## src/rtl/core/bgle_pkg.sv

```systemverilog
`timescale 1ns / 1ps
package bgle_pkg;

    localparam int NUM_COLUMNS     = 32;
    localparam int ROWS            = 8;
    localparam int NUM_BARS        = 11;
    localparam int COL_W           = $clog2(NUM_COLUMNS);
    localparam int ROW_W           = $clog2(ROWS);
    localparam int NUM_PIXELS      = NUM_COLUMNS * ROWS;
    localparam int CODES_PER_PIXEL = 24;
    localparam int CODE_W          = $clog2(CODES_PER_PIXEL);
    localparam int CMDQ_DEPTH      = 2;

    localparam int CFG_IDX_W  = 2;
    localparam int CFG_DATA_W = 8;

    localparam logic [CFG_IDX_W-1:0] CFG_DUTY_ONE  = 2'd0;
    localparam logic [CFG_IDX_W-1:0] CFG_DUTY_ZERO = 2'd1;
    localparam logic [CFG_IDX_W-1:0] CFG_LEVEL     = 2'd2;

    localparam logic [7:0] DUTY_ONE_RST  = 8'd64;
    localparam logic [7:0] DUTY_ZERO_RST = 8'd32;
    localparam logic [7:0] LEVEL_RST     = 8'b1111_0000;

    localparam logic [1:0] MODE_SET_BAR    = 2'd0;
    localparam logic [1:0] MODE_CLR_MATRIX = 2'd1;
    localparam logic [1:0] MODE_CLR_SHOWN  = 2'd2;
    localparam logic [1:0] MODE_READ       = 2'd3;

    typedef struct packed {
        logic [1:0] mode;
        logic [3:0] bar;
        logic [3:0] amp;
        logic [7:0] position;
    } t_in;

    typedef struct packed {
        logic [7:0] duty;
        logic       last;
    } t_out;

    typedef struct packed {
        logic [7:0] duty_one;
        logic [7:0] duty_zero;
        logic [7:0] level;
    } t_cfg;

    typedef enum logic [1:0] {
        OP_SET_BAR,
        OP_CLR_MATRIX,
        OP_CLR_SHOWN,
        OP_READ
    } t_op;

    // Decoded command handed from front to back.
    typedef struct packed {
        t_op              op;
        logic             col_a_ok;
        logic [COL_W-1:0] col_a;
        logic             col_b_ok;
        logic [COL_W-1:0] col_b;
        logic [ROWS-1:0]  height;
        logic             pix_ok;
        logic [COL_W-1:0] col;
        logic [ROW_W-1:0] idx;
        logic             g_on;
        logic             r_on;
    } t_cmd;

    typedef enum logic {
        BK_IDLE,
        BK_EMIT
    } t_bk_state;

endpackage

```

## src/rtl/core/bgle_front.sv

```systemverilog
`timescale 1ns / 1ps
module bgle_front (
    input  bgle_pkg::t_in  i_item,
    output bgle_pkg::t_cmd o_cmd
);
    import bgle_pkg::*;

    localparam int BASE_W = $clog2(3 * 16);

    logic              w_bar_ok;
    logic [BASE_W-1:0] w_base;
    logic [7:0]        w_col_full;
    logic [ROW_W-1:0]  w_idx;
    logic [ROW_W-1:0]  w_row;

    always_comb begin
        w_bar_ok   = (i_item.bar != 4'd0) && (int'(i_item.bar) <= NUM_BARS);
        w_base     = BASE_W'(3 * int'(i_item.bar) - 3);
        w_col_full = 8'(i_item.position / ROWS);
        w_idx      = ROW_W'(i_item.position % ROWS);
        // odd columns run downward
        w_row      = w_col_full[0] ? (ROW_W'(ROWS - 1) - w_idx) : w_idx;
    end

    always_comb begin
        case (i_item.mode)
            MODE_SET_BAR:    o_cmd.op = OP_SET_BAR;
            MODE_CLR_MATRIX: o_cmd.op = OP_CLR_MATRIX;
            MODE_CLR_SHOWN:  o_cmd.op = OP_CLR_SHOWN;
            default:         o_cmd.op = OP_READ;
        endcase
        o_cmd.col_a_ok = w_bar_ok && (int'(w_base) < NUM_COLUMNS);
        o_cmd.col_b_ok = w_bar_ok && (int'(w_base) + 1 < NUM_COLUMNS);
        o_cmd.col_a    = COL_W'(w_base);
        o_cmd.col_b    = COL_W'(int'(w_base) + 1);
        // rows 0..amp-1, saturating at the top row
        for (int i = 0; i < ROWS; i++) begin
            o_cmd.height[i] = int'(i_item.amp) > i;
        end
        o_cmd.pix_ok = int'(i_item.position) < NUM_PIXELS;
        o_cmd.col    = COL_W'(w_col_full);
        o_cmd.idx    = w_idx;
        o_cmd.g_on   = int'(w_row) < ROWS - 1;
        o_cmd.r_on   = int'(w_row) >= ROWS / 2;
    end

endmodule

```

## src/rtl/core/bgle_cmd_fifo.sv

```systemverilog
`timescale 1ns / 1ps
module bgle_cmd_fifo (
    input  logic           i_clk,
    input  logic           i_rst_n,
    input  logic           i_push,
    input  bgle_pkg::t_cmd i_data,
    output logic           o_full,
    input  logic           i_pop,
    output bgle_pkg::t_cmd o_data,
    output logic           o_empty
);
    import bgle_pkg::*;

    localparam int PTR_W = (CMDQ_DEPTH > 1) ? $clog2(CMDQ_DEPTH) : 1;
    localparam int CNT_W = $clog2(CMDQ_DEPTH + 1);

    t_cmd             r_mem [CMDQ_DEPTH];
    logic [PTR_W-1:0] r_wptr;
    logic [PTR_W-1:0] r_rptr;
    logic [CNT_W-1:0] r_count;
    logic             w_wr;
    logic             w_rd;

    assign o_full  = r_count == CNT_W'(CMDQ_DEPTH);
    assign o_empty = r_count == '0;
    assign o_data  = r_mem[r_rptr];
    assign w_wr    = i_push && !o_full;
    assign w_rd    = i_pop && !o_empty;

    always_ff @(posedge i_clk) begin
        if (!i_rst_n) begin
            r_wptr  <= '0;
            r_rptr  <= '0;
            r_count <= '0;
        end else begin
            if (w_wr) begin
                r_wptr <= (r_wptr == PTR_W'(CMDQ_DEPTH - 1)) ? '0 : r_wptr + 1'b1;
            end
            if (w_rd) begin
                r_rptr <= (r_rptr == PTR_W'(CMDQ_DEPTH - 1)) ? '0 : r_rptr + 1'b1;
            end
            case ({w_wr, w_rd})
                2'b10:   r_count <= r_count + 1'b1;
                2'b01:   r_count <= r_count - 1'b1;
                default: r_count <= r_count;
            endcase
        end
    end

    always_ff @(posedge i_clk) begin
        if (w_wr) begin
            r_mem[r_wptr] <= i_data;
        end
    end

endmodule

```

## src/rtl/core/bgle_back.sv

```systemverilog
`timescale 1ns / 1ps
module bgle_back (
    input  logic           i_clk,
    input  logic           i_rst_n,
    input  bgle_pkg::t_cfg i_cfg,
    input  bgle_pkg::t_cmd i_cmd,
    input  logic           i_cmd_valid,
    output logic           o_cmd_pop,
    output bgle_pkg::t_out o_item,
    output logic           o_empty,
    input  logic           i_pop
);
    import bgle_pkg::*;

    localparam logic [CODE_W-1:0] CODE_LAST = CODE_W'(CODES_PER_PIXEL - 1);

    t_bk_state                  r_state;
    t_bk_state                  n_state;
    logic [ROWS-1:0]            r_lit   [NUM_COLUMNS];
    logic [ROWS-1:0]            n_lit   [NUM_COLUMNS];
    logic [ROWS-1:0]            r_shown [NUM_COLUMNS];
    logic [ROWS-1:0]            n_shown [NUM_COLUMNS];
    logic [CODES_PER_PIXEL-1:0] r_bits;
    logic [CODE_W-1:0]          r_cnt;
    t_out                       r_out;
    logic                       r_out_valid;

    logic       w_slot_free;
    logic       w_take;
    logic       w_emit;
    logic       w_px_lit;
    logic [7:0] w_g;
    logic [7:0] w_r;

    function automatic logic [ROWS-1:0] flip_rows(input logic [ROWS-1:0] v);
        logic [ROWS-1:0] f;
        for (int i = 0; i < ROWS; i++) begin
            f[ROWS-1-i] = v[i];
        end
        return f;
    endfunction

    assign w_slot_free = !r_out_valid || i_pop;
    assign o_item      = r_out;
    assign o_empty     = !r_out_valid;

    // next state
    always_comb begin
        n_state = r_state;
        case (r_state)
            BK_IDLE: begin
                if (i_cmd_valid && (i_cmd.op == OP_READ)) begin
                    n_state = BK_EMIT;
                end
            end
            BK_EMIT: begin
                if (w_slot_free && (r_cnt == CODE_LAST)) begin
                    n_state = BK_IDLE;
                end
            end
            default: n_state = BK_IDLE;
        endcase
    end

    // state outputs
    always_comb begin
        w_take = 1'b0;
        w_emit = 1'b0;
        case (r_state)
            BK_IDLE: w_take = i_cmd_valid;
            BK_EMIT: w_emit = w_slot_free;
            default: begin
                w_take = 1'b0;
                w_emit = 1'b0;
            end
        endcase
    end

    assign o_cmd_pop = w_take;

    // matrix and shown map updates
    always_comb begin
        for (int c = 0; c < NUM_COLUMNS; c++) begin
            n_lit[c] = r_lit[c];
        end
        if (w_take && (i_cmd.op == OP_SET_BAR)) begin
            if (i_cmd.col_a_ok) begin
                n_lit[i_cmd.col_a] = r_lit[i_cmd.col_a] | i_cmd.height;
            end
            if (i_cmd.col_b_ok) begin
                n_lit[i_cmd.col_b] = r_lit[i_cmd.col_b] | i_cmd.height;
            end
        end else if (w_take && (i_cmd.op == OP_CLR_MATRIX)) begin
            for (int c = 0; c < NUM_COLUMNS; c++) begin
                n_lit[c] = '0;
            end
        end
    end

    always_comb begin
        for (int c = 0; c < NUM_COLUMNS; c++) begin
            n_shown[c] = r_shown[c];
            if (w_take && (i_cmd.op == OP_SET_BAR)) begin
                n_shown[c] = r_shown[c] | ((c % 2 == 1) ? flip_rows(n_lit[c]) : n_lit[c]);
            end else if (w_take && (i_cmd.op == OP_CLR_SHOWN)) begin
                n_shown[c] = '0;
            end
        end
    end

    // pixel colour
    always_comb begin
        w_px_lit = i_cmd.pix_ok && r_shown[i_cmd.col][i_cmd.idx];
        w_g      = (w_px_lit && i_cmd.g_on) ? i_cfg.level : 8'd0;
        w_r      = (w_px_lit && i_cmd.r_on) ? i_cfg.level : 8'd0;
    end

    always_ff @(posedge i_clk) begin
        if (!i_rst_n) begin
            r_state     <= BK_IDLE;
            r_cnt       <= '0;
            r_out_valid <= 1'b0;
            for (int c = 0; c < NUM_COLUMNS; c++) begin
                r_lit[c]   <= '0;
                r_shown[c] <= '0;
            end
        end else begin
            r_state <= n_state;
            r_lit   <= n_lit;
            r_shown <= n_shown;
            if (w_take && (i_cmd.op == OP_READ)) begin
                r_cnt <= '0;
            end else if (w_emit) begin
                r_cnt <= r_cnt + 1'b1;
            end
            if (w_emit) begin
                r_out_valid <= 1'b1;
            end else if (i_pop) begin
                r_out_valid <= 1'b0;
            end
        end
    end

    // payload: G, R, B bytes, MSB first
    always_ff @(posedge i_clk) begin
        if (w_take && (i_cmd.op == OP_READ)) begin
            r_bits <= {w_g, w_r, 8'd0};
        end else if (w_emit) begin
            r_bits <= r_bits << 1;
        end
        if (w_emit) begin
            r_out.duty <= r_bits[CODES_PER_PIXEL-1] ? i_cfg.duty_one : i_cfg.duty_zero;
            r_out.last <= r_cnt == CODE_LAST;
        end
    end

endmodule

```

## src/rtl/core/bar_graph_led_strip_encoder.sv

```systemverilog
`timescale 1ns / 1ps
// Channel   | Handshake             | Payload
// ----------+-----------------------+-------------------------------------
// input     | push / full           | i_item  (mode, bar, amp, position)
// result    | empty / pop           | o_item  (duty, last)
// config    | i_cfg_we              | i_cfg_idx, i_cfg_data
//
// Set-bar and clear items are taken by the back end while idle. A read
// fetches the pixel, then the bit serializer emits 24 codes, one code per
// cycle while pop stays high. Synchronous active-low reset clears both maps
// (flip-flops) and all control at once, no clearing sweep. A low pop holds
// the current code; the two-entry command queue keeps taking items while
// the back end stalls, until it fills.
module bar_graph_led_strip_encoder (
    input  logic                                i_clk,
    input  logic                                i_rst_n,
    input  logic                                push,
    output logic                                full,
    input  bgle_pkg::t_in                       i_item,
    output logic                                empty,
    input  logic                                pop,
    output bgle_pkg::t_out                      o_item,
    input  logic                                i_cfg_we,
    input  logic [bgle_pkg::CFG_IDX_W-1:0]      i_cfg_idx,
    input  logic [bgle_pkg::CFG_DATA_W-1:0]     i_cfg_data
);
    import bgle_pkg::*;

    t_cfg r_cfg;
    t_cmd w_front_cmd;
    t_cmd w_q_cmd;
    logic w_q_empty;
    logic w_q_pop;

    // config registers; unknown indexes are dropped
    always_ff @(posedge i_clk) begin
        if (!i_rst_n) begin
            r_cfg.duty_one  <= DUTY_ONE_RST;
            r_cfg.duty_zero <= DUTY_ZERO_RST;
            r_cfg.level     <= LEVEL_RST;
        end else if (i_cfg_we) begin
            case (i_cfg_idx)
                CFG_DUTY_ONE:  r_cfg.duty_one  <= i_cfg_data;
                CFG_DUTY_ZERO: r_cfg.duty_zero <= i_cfg_data;
                CFG_LEVEL:     r_cfg.level     <= i_cfg_data;
                default:       r_cfg           <= r_cfg;
            endcase
        end
    end

    // front: decode mode, bar columns, height mask, pixel address and colour
    bgle_front u_front (
        .i_item (i_item),
        .o_cmd  (w_front_cmd)
    );

    // short queue decoupling front from back
    bgle_cmd_fifo u_cmdq (
        .i_clk   (i_clk),
        .i_rst_n (i_rst_n),
        .i_push  (push),
        .i_data  (w_front_cmd),
        .o_full  (full),
        .i_pop   (w_q_pop),
        .o_data  (w_q_cmd),
        .o_empty (w_q_empty)
    );

    // back: map updates and code serializer with output register
    bgle_back u_back (
        .i_clk       (i_clk),
        .i_rst_n     (i_rst_n),
        .i_cfg       (r_cfg),
        .i_cmd       (w_q_cmd),
        .i_cmd_valid (!w_q_empty),
        .o_cmd_pop   (w_q_pop),
        .o_item      (o_item),
        .o_empty     (empty),
        .i_pop       (pop)
    );

endmodule

```

## config.mk

```make
export PLATFORM = sky130hd
export DESIGN_NAME = bar_graph_led_strip_encoder
export DESIGN_NICKNAME = d
export VERILOG_FILES = /design/src/rtl/core/bgle_pkg.sv /design/src/rtl/core/bgle_front.sv /design/src/rtl/core/bgle_cmd_fifo.sv /design/src/rtl/core/bgle_back.sv /design/src/rtl/core/bar_graph_led_strip_encoder.sv
export SDC_FILE = /design/constraint.sdc
export NUM_CORES = 2
export LEC_CHECK = 0
export ABC_CLOCK_PERIOD_IN_PS = 4300
export BUFFER_PORTS_ARGS = -buffer_cell sky130_fd_sc_hd__buf_2
export CAP_MARGIN = 15
export CORE_UTILIZATION = 60
export DETAILED_ROUTE_END_ITERATION = 8
export GPL_TIMING_DRIVEN = 0
export HOLD_SLACK_MARGIN = 0.02
export PLACE_DENSITY = 0.81
export SYNTH_ARGS = -nofsm -noshare
export SYNTH_HDL_FRONTEND = slang
export SYNTH_HIERARCHICAL = 1
export SYNTH_SLANG_ARGS = --single-unit
```

## constraint.sdc

```tcl
create_clock -name i_clk -period 4.3 [get_ports i_clk]
set_clock_uncertainty 0.05 [all_clocks]
set_input_delay 0 -clock i_clk [delete_from_list [all_inputs] [get_ports i_clk]]
set_output_delay 0 -clock i_clk [all_outputs]
set_load 0.01 [all_outputs]
```

# ---- Yosys cells after proc, flatten, opt, wreduce, memory -nomap -nowiden
# Memories as Yosys holds them, arrays and structs flattened. A register that Yosys moved wholly into a read port is not among the register bits.
# Cells that the tools add are included.
dict set report word_totals {
  register_bits 572
  ramBits 64
  inputBits 33
  n_memories 1
}
dict set report classes {
  n_bitwise 39
  mul 1
  n_lt_le_gt_ge 19
  n_mux 76
  reduce_logical 33
  addsub 8
  eq_ne 11
}
# name words width rd rd_clocked_by_memory_dff wr line
set mem_list {}
lappend mem_list {u_cmdq.r_mem 2 32 1 1 1 bgle_cmd_fifo.sv:17} ;# t_cmd r_mem [CMDQ_DEPTH];
# operator n
set ops {}
lappend ops {{$mux 256} 5}
lappend ops {{$bwmux 256} 2}
lappend ops {{$mux 8} 44}
lappend ops {{$or 8x8->8} 34}
lappend ops {{$bmux 8 s5} 3}
lappend ops {{$demux 8 s5} 2}
lappend ops {{$mux 24} 2}
lappend ops {{$lt 32x7->1 const B} 1}
lappend ops {{$ge 6x6->1 const B} 3}
lappend ops {{$not 5->6} 3}
lappend ops {{$gt 4x3->1 const B} 4}
lappend ops {{$logic_and 1x1->1} 15}
lappend ops {{$mux 1} 13}
lappend ops {{$eq 2x2->1 const B} 6}
lappend ops {{$lt 6x1->1 const B} 2}
lappend ops {{$eq 2x1->1 const B} 4}
lappend ops {{$gt 4x1->1 const B} 2}
lappend ops {{$gt 4x2->1 const B} 2}
lappend ops {{$logic_not 2->1} 4}
lappend ops {{$reduce_bool 2->1} 4}
lappend ops {{$add 6x1->7 const B} 1}
lappend ops {{$lt 6x6->1 const B} 1}
lappend ops {{$mul 2x4->6 const A} 1}
lappend ops {{$pmux 2 s3} 1}
lappend ops {{22 further kinds} 28}

# ---- Longest topological paths before layout
dict set report logic_depth {
  ltp_word 13
  mapped_depth 17
}

# ---- Modules after synthesis
# The synthesis kept the hierarchy.
# mod seq_area_each_um2 instances cells_each area_per_inst_um2
set by_module_without_submodules {}
lappend by_module_without_submodules {bgle_back 11140.7 1 3303 29419.5}
lappend by_module_without_submodules {bgle_cmd_fifo 2082.0 1 129 2608.8}
lappend by_module_without_submodules {bar_graph_led_strip_encoder 480.5 1 95 944.7}
lappend by_module_without_submodules {bgle_front 0.0 1 68 539.3}

# ---- Worst setup path before layout
# No wires, ideal clock.
dict set report synth_timing {
  path_kind {reg2reg}
  from {reg with a tool-made name}
  to {reg u_back.r_bits[14], data pin}
  setup_time_ps 259
  t_required_ps 3991
  path_slack_ps 946
  arrival_time_ps 3046
  stages_incl_launch_ff 16
  path_cell_list {dfxtp_1 clkbuf_1 buf_2 mux2_2 buf_6 buf_12 buf_12 buf_4 mux4_2 a22oi_1 a21oi_1 a21oi_1 or4b_4 nand2_4 buf_12 o31ai_2}
}
# item line
set synth_lines {}
lappend synth_lines {{end signal: assignment} bgle_back.sv:147} ;# r_bits <= {w_g, w_r, 8'd0};
lappend synth_lines {{end signal: assignment} bgle_back.sv:149} ;# r_bits <= r_bits << 1;
lappend synth_lines {{end: declaration} bgle_back.sv:23} ;# logic [CODES_PER_PIXEL-1:0] r_bits;

==> results.sh <==
export IMPL_path_clk_slew_ps=60
export IMPL_cts_sinks=639
export IMPL_path_class="reg -> reg"
export IMPL_drt_iter0_drc=7192
export IMPL_violations="DRC, setup timing"
export IMPL_grt_pass1_wl_um=233000
export IMPL_yosys_register_bits=639
export IMPL_end_kind="flop"
export IMPL_relSlewSlack_pct=5.562
export IMPL_dpl_cell_count=4385
export IMPL_cts_root_buf="clkbuf_16"
export IMPL_wl_per_cell_um=37.60
export IMPL_antenna_left=0
export IMPL_synth_area_leader_cell="dfxtp_1"
export IMPL_initial_core_util_pct=60.83
export IMPL_synthArstFlopShare_pct=0
export IMPL_mappedNetlistArea_mm2=0.03351
export IMPL_synthSimpleGateAreaFrac_pct=16.83
export IMPL_maxCapViolations=0
export IMPL_rsz0062_at_grt="yes"
export IMPL_tns_ps=-11850
export IMPL_leakage_nw=15.76
export IMPL_power_net_switching_w=0.009166
export IMPL_wl_um=171800
export IMPL_slowest_stage="mux2i_1"
export IMPL_min_period_over_period_pct=104.2
export IMPL_stdcell_count=4570
export IMPL_min_path_type="in -> reg"
export IMPL_gp_congestion=1.220
export IMPL_synth_top_family_by_area="compound AO/OA/AOI/OAI gates"
export IMPL_syn_avg_cell_area_um2=9.322
export IMPL_finalHoldViolCount=0
export IMPL_fin_nets=3799
export IMPL_synth_area_mux_share_pct=15.95
export IMPL_p_clk_share_pct=30.3
export IMPL_htree_levels=3
export IMPL_yosysUniqueCellTypes=82
export IMPL_p_seq_share_pct=30.5
export IMPL_power_per_cell_area_mw_per_mm2=559.6
export IMPL_p_int_w=0.01223
export IMPL_grt_max_degree=34
export IMPL_ys_seq_area_share_pct=40.89
export IMPL_drive_above_1_share_pct=17.80
export IMPL_hold_start="i_item[7]"
export IMPL_period_needed_ps=4479
export IMPL_synth_adder_area_share_pct=0.5675
export IMPL_grt_use_total_pct=59.55
export IMPL_row_count=86
export IMPL_critPathLaunchType="flop"
export IMPL_worst_slack_ps=-178.8
export IMPL_comb_power_share_pct=39.3
export IMPL_critPathTopFamily="buffers and inverters"
export IMPL_clockBufferDepth=3
export IMPL_yosys_most_used_dff="dfxtp_1"
export IMPL_clock_latency_ps=630
export IMPL_dp_hpwl_um=122100
export IMPL_fp_dieH_um=238.3
export IMPL_syn_inst=3595
export IMPL_worstReg2RegEnd="u_back/r_bits[14]"
export IMPL_status="complete, but fails checks"
export IMPL_hold_ws_ps=67.74
export IMPL_antenna_found_initial=18
export IMPL_worst_slew_pin_slew_ps=1417
export IMPL_cts_tree="built"
export IMPL_finalSetupViolCount=212
export IMPL_io_pins=44
export IMPL_synth_edf_count=91
export IMPL_path_max_fanout=10
export IMPL_ir_drop_uv=397.4
export IMPL_fp_coreArea_mm2=0.05509
export IMPL_cp_required_ps=4620
export IMPL_firstDrtPassIters=9
export IMPL_synth_xor_area_share_pct=0.4144
export IMPL_drc=40
export IMPL_slowest_delay_ps=630
export IMPL_crit_buf_inv=4
export IMPL_synth_compound_area_share_pct=20.47
export IMPL_switching_share_pct=42.84
export IMPL_cts_made_buffers=70
export IMPL_die_area_mm2=0.05680
export IMPL_fill_cells=4416
export IMPL_r2r_slack_ps=-180
export IMPL_synth_top_area_share_pct=32.74
export IMPL_yosysWarningCount=6
export IMPL_viasPerCell=7.648
export IMPL_power_total_w=0.02140
export IMPL_area_delta_synth_final_pct=14.10
export IMPL_hold_path_depth=2
export IMPL_globalRouteOverflowTotal=0
export IMPL_hold_end="u_cmdq/r_mem[0][9]"
export IMPL_drv_slew=0
export IMPL_io_buffers=37
export IMPL_rr_worst_depth=12
export IMPL_vias=34950
export IMPL_die_x_um=238.3
export IMPL_grt_pass1_vias=31000
export IMPL_final_cell_mix="nand2_1 (609), dfxtp_1 (547), a21o_1 (215)"
export IMPL_syn_num_nets=3642
export IMPL_final_common_cell="nand2_1"
export IMPL_cp_cell_sequence="mux2_2 > buf_4 > buf_6 > buf_2 > mux2i_1 > a211oi_1 > nand3_1 > nand4_1 > or4b_4 > nand2_4 > buf_12 > o31ai_2"
export IMPL_max_freq_mhz=223.3
export IMPL_synthTopCellsByArea="dfxtp_1 (33%), mux4_2 (11%), edfxtp_1 (8.2%)"
export IMPL_cp_arrival_ps=4800
[sequential cells by signal, indices dropped and copies added (netlist names), 2 cells and up, named ones only]
register / cells
r_cfg: 24
u_back/o_item: 9
u_back/r_bits: 16
u_back/r_cnt: 5
u_back/r_lit: 256
u_back/r_shown: 256
u_cmdq/r_count: 2
u_cmdq/r_mem: 66
[cells in the mapped netlist (all sizes together) (12+ instances only)]
library cell	count
nand2	610
dfxtp	548
nor2	267
a21o	216
o21ai	201
a21oi	190
mux4	174
buf	157
clkbuf	146
nand3	131
and2	102
edfxtp	91
mux2i	88
a211oi	78
o21a	63
o32ai	52
mux2	47
o211ai	45
nor3	36
a31oi	35
o22ai	34
a22oi	33
inv	27
nor2b	27
o2111ai	27
nand2b	22
o31ai	17
or3	13
ha	12
[worst max path at each step]
stage	start	to	slack, ps	cells after the start
4_1_cts	flop	u_back/r_lit[144]	-40	14
5_1_grt	flop	u_back/r_shown[220]	-8	14
6_report	flop	u_back/r_bits[14]	-180	12
3_5_place_dp	flop	u_back/r_shown[169]	-1070	13
3_3_place_gp	flop	u_back/r_lit[208]	-1140	12
2_1_floorplan	flop	u_back/r_bits[14]	950	15
[power groups by stage]
stage	sequential, W	clock, W	combinational [W]
final	0.00652	0.00647	0.00840
after CTS	0.00650	0.00641	0.00735
after global placement	0.00662	0	0.00705
after floorplan	0.00659	0	0.00395
after global routing	0.00654	0.00666	0.00805
after detailed placement	0.00663	0	0.00711
[stage by stage]
stage	cell area [um^2]	worst slack, ps	util (%)
final	38240	-178.8	69.41
after global routing	38200	-8.375	69.34
after CTS	37940	-40.24	68.87
after detailed placement	34700	-1070	62.99
after global placement	34630	-1142	62.86
after floorplan	33510	945.8	-
[what timing repair did]
action / CTS / global route
gates resized for setup: 124 / 54
hold buffers: 41 / 0
cloned: 0 / 0
pin swaps: 2 / 3
hold endpoints to repair: 87 / 0
setup endpoints to repair: 528 / 469
buffers inserted: 5 / 2
[logic make-up (layout without fill, tap and decap cells)]
group,count (synthesis),after routing
AOI/OAI and AO/OA,1022,1022
muxes,309,309
and+or+nand+nor,1265,1265
other,1,19
adders and majority gates,14,14
xor gates and xnor gates,15,15
DFF,639,639
buffers and inverters,330,539
[layout make-up]
| class | count | area [um^2] | share of cell area [%] |
|---|---|---|---|
| multi-input cells | 2626 | 18600 | 48.63 |
| flip-flops and latches | 639 | 13700 | 35.84 |
| clock buffers | 94 | 2007 | 5.249 |
| plain buffers | 296 | 1688 | 4.414 |
| well taps | 748 | 935.9 | 2.448 |
| repair buffers | 92 | 749.5 | 1.960 |
| clock inverters | 30 | 410.4 | 1.073 |
| inverters | 27 | 101.3 | 0.2650 |
| diodes | 18 | 45.04 | 0.1178 |
[metal layers]
metal | wire (um) | up-vias | GRT usage, %
met5 | 590 | - | 8.571
met4 | 19290 | 22 | 49.22
met3 | 33590 | 1252 | 40.40
met2 | 62930 | 3765 | 76.09
met1 | 55440 | 16450 | 66.38
li1 | - | 13470 | -
(Power assumes the default switching activity.)
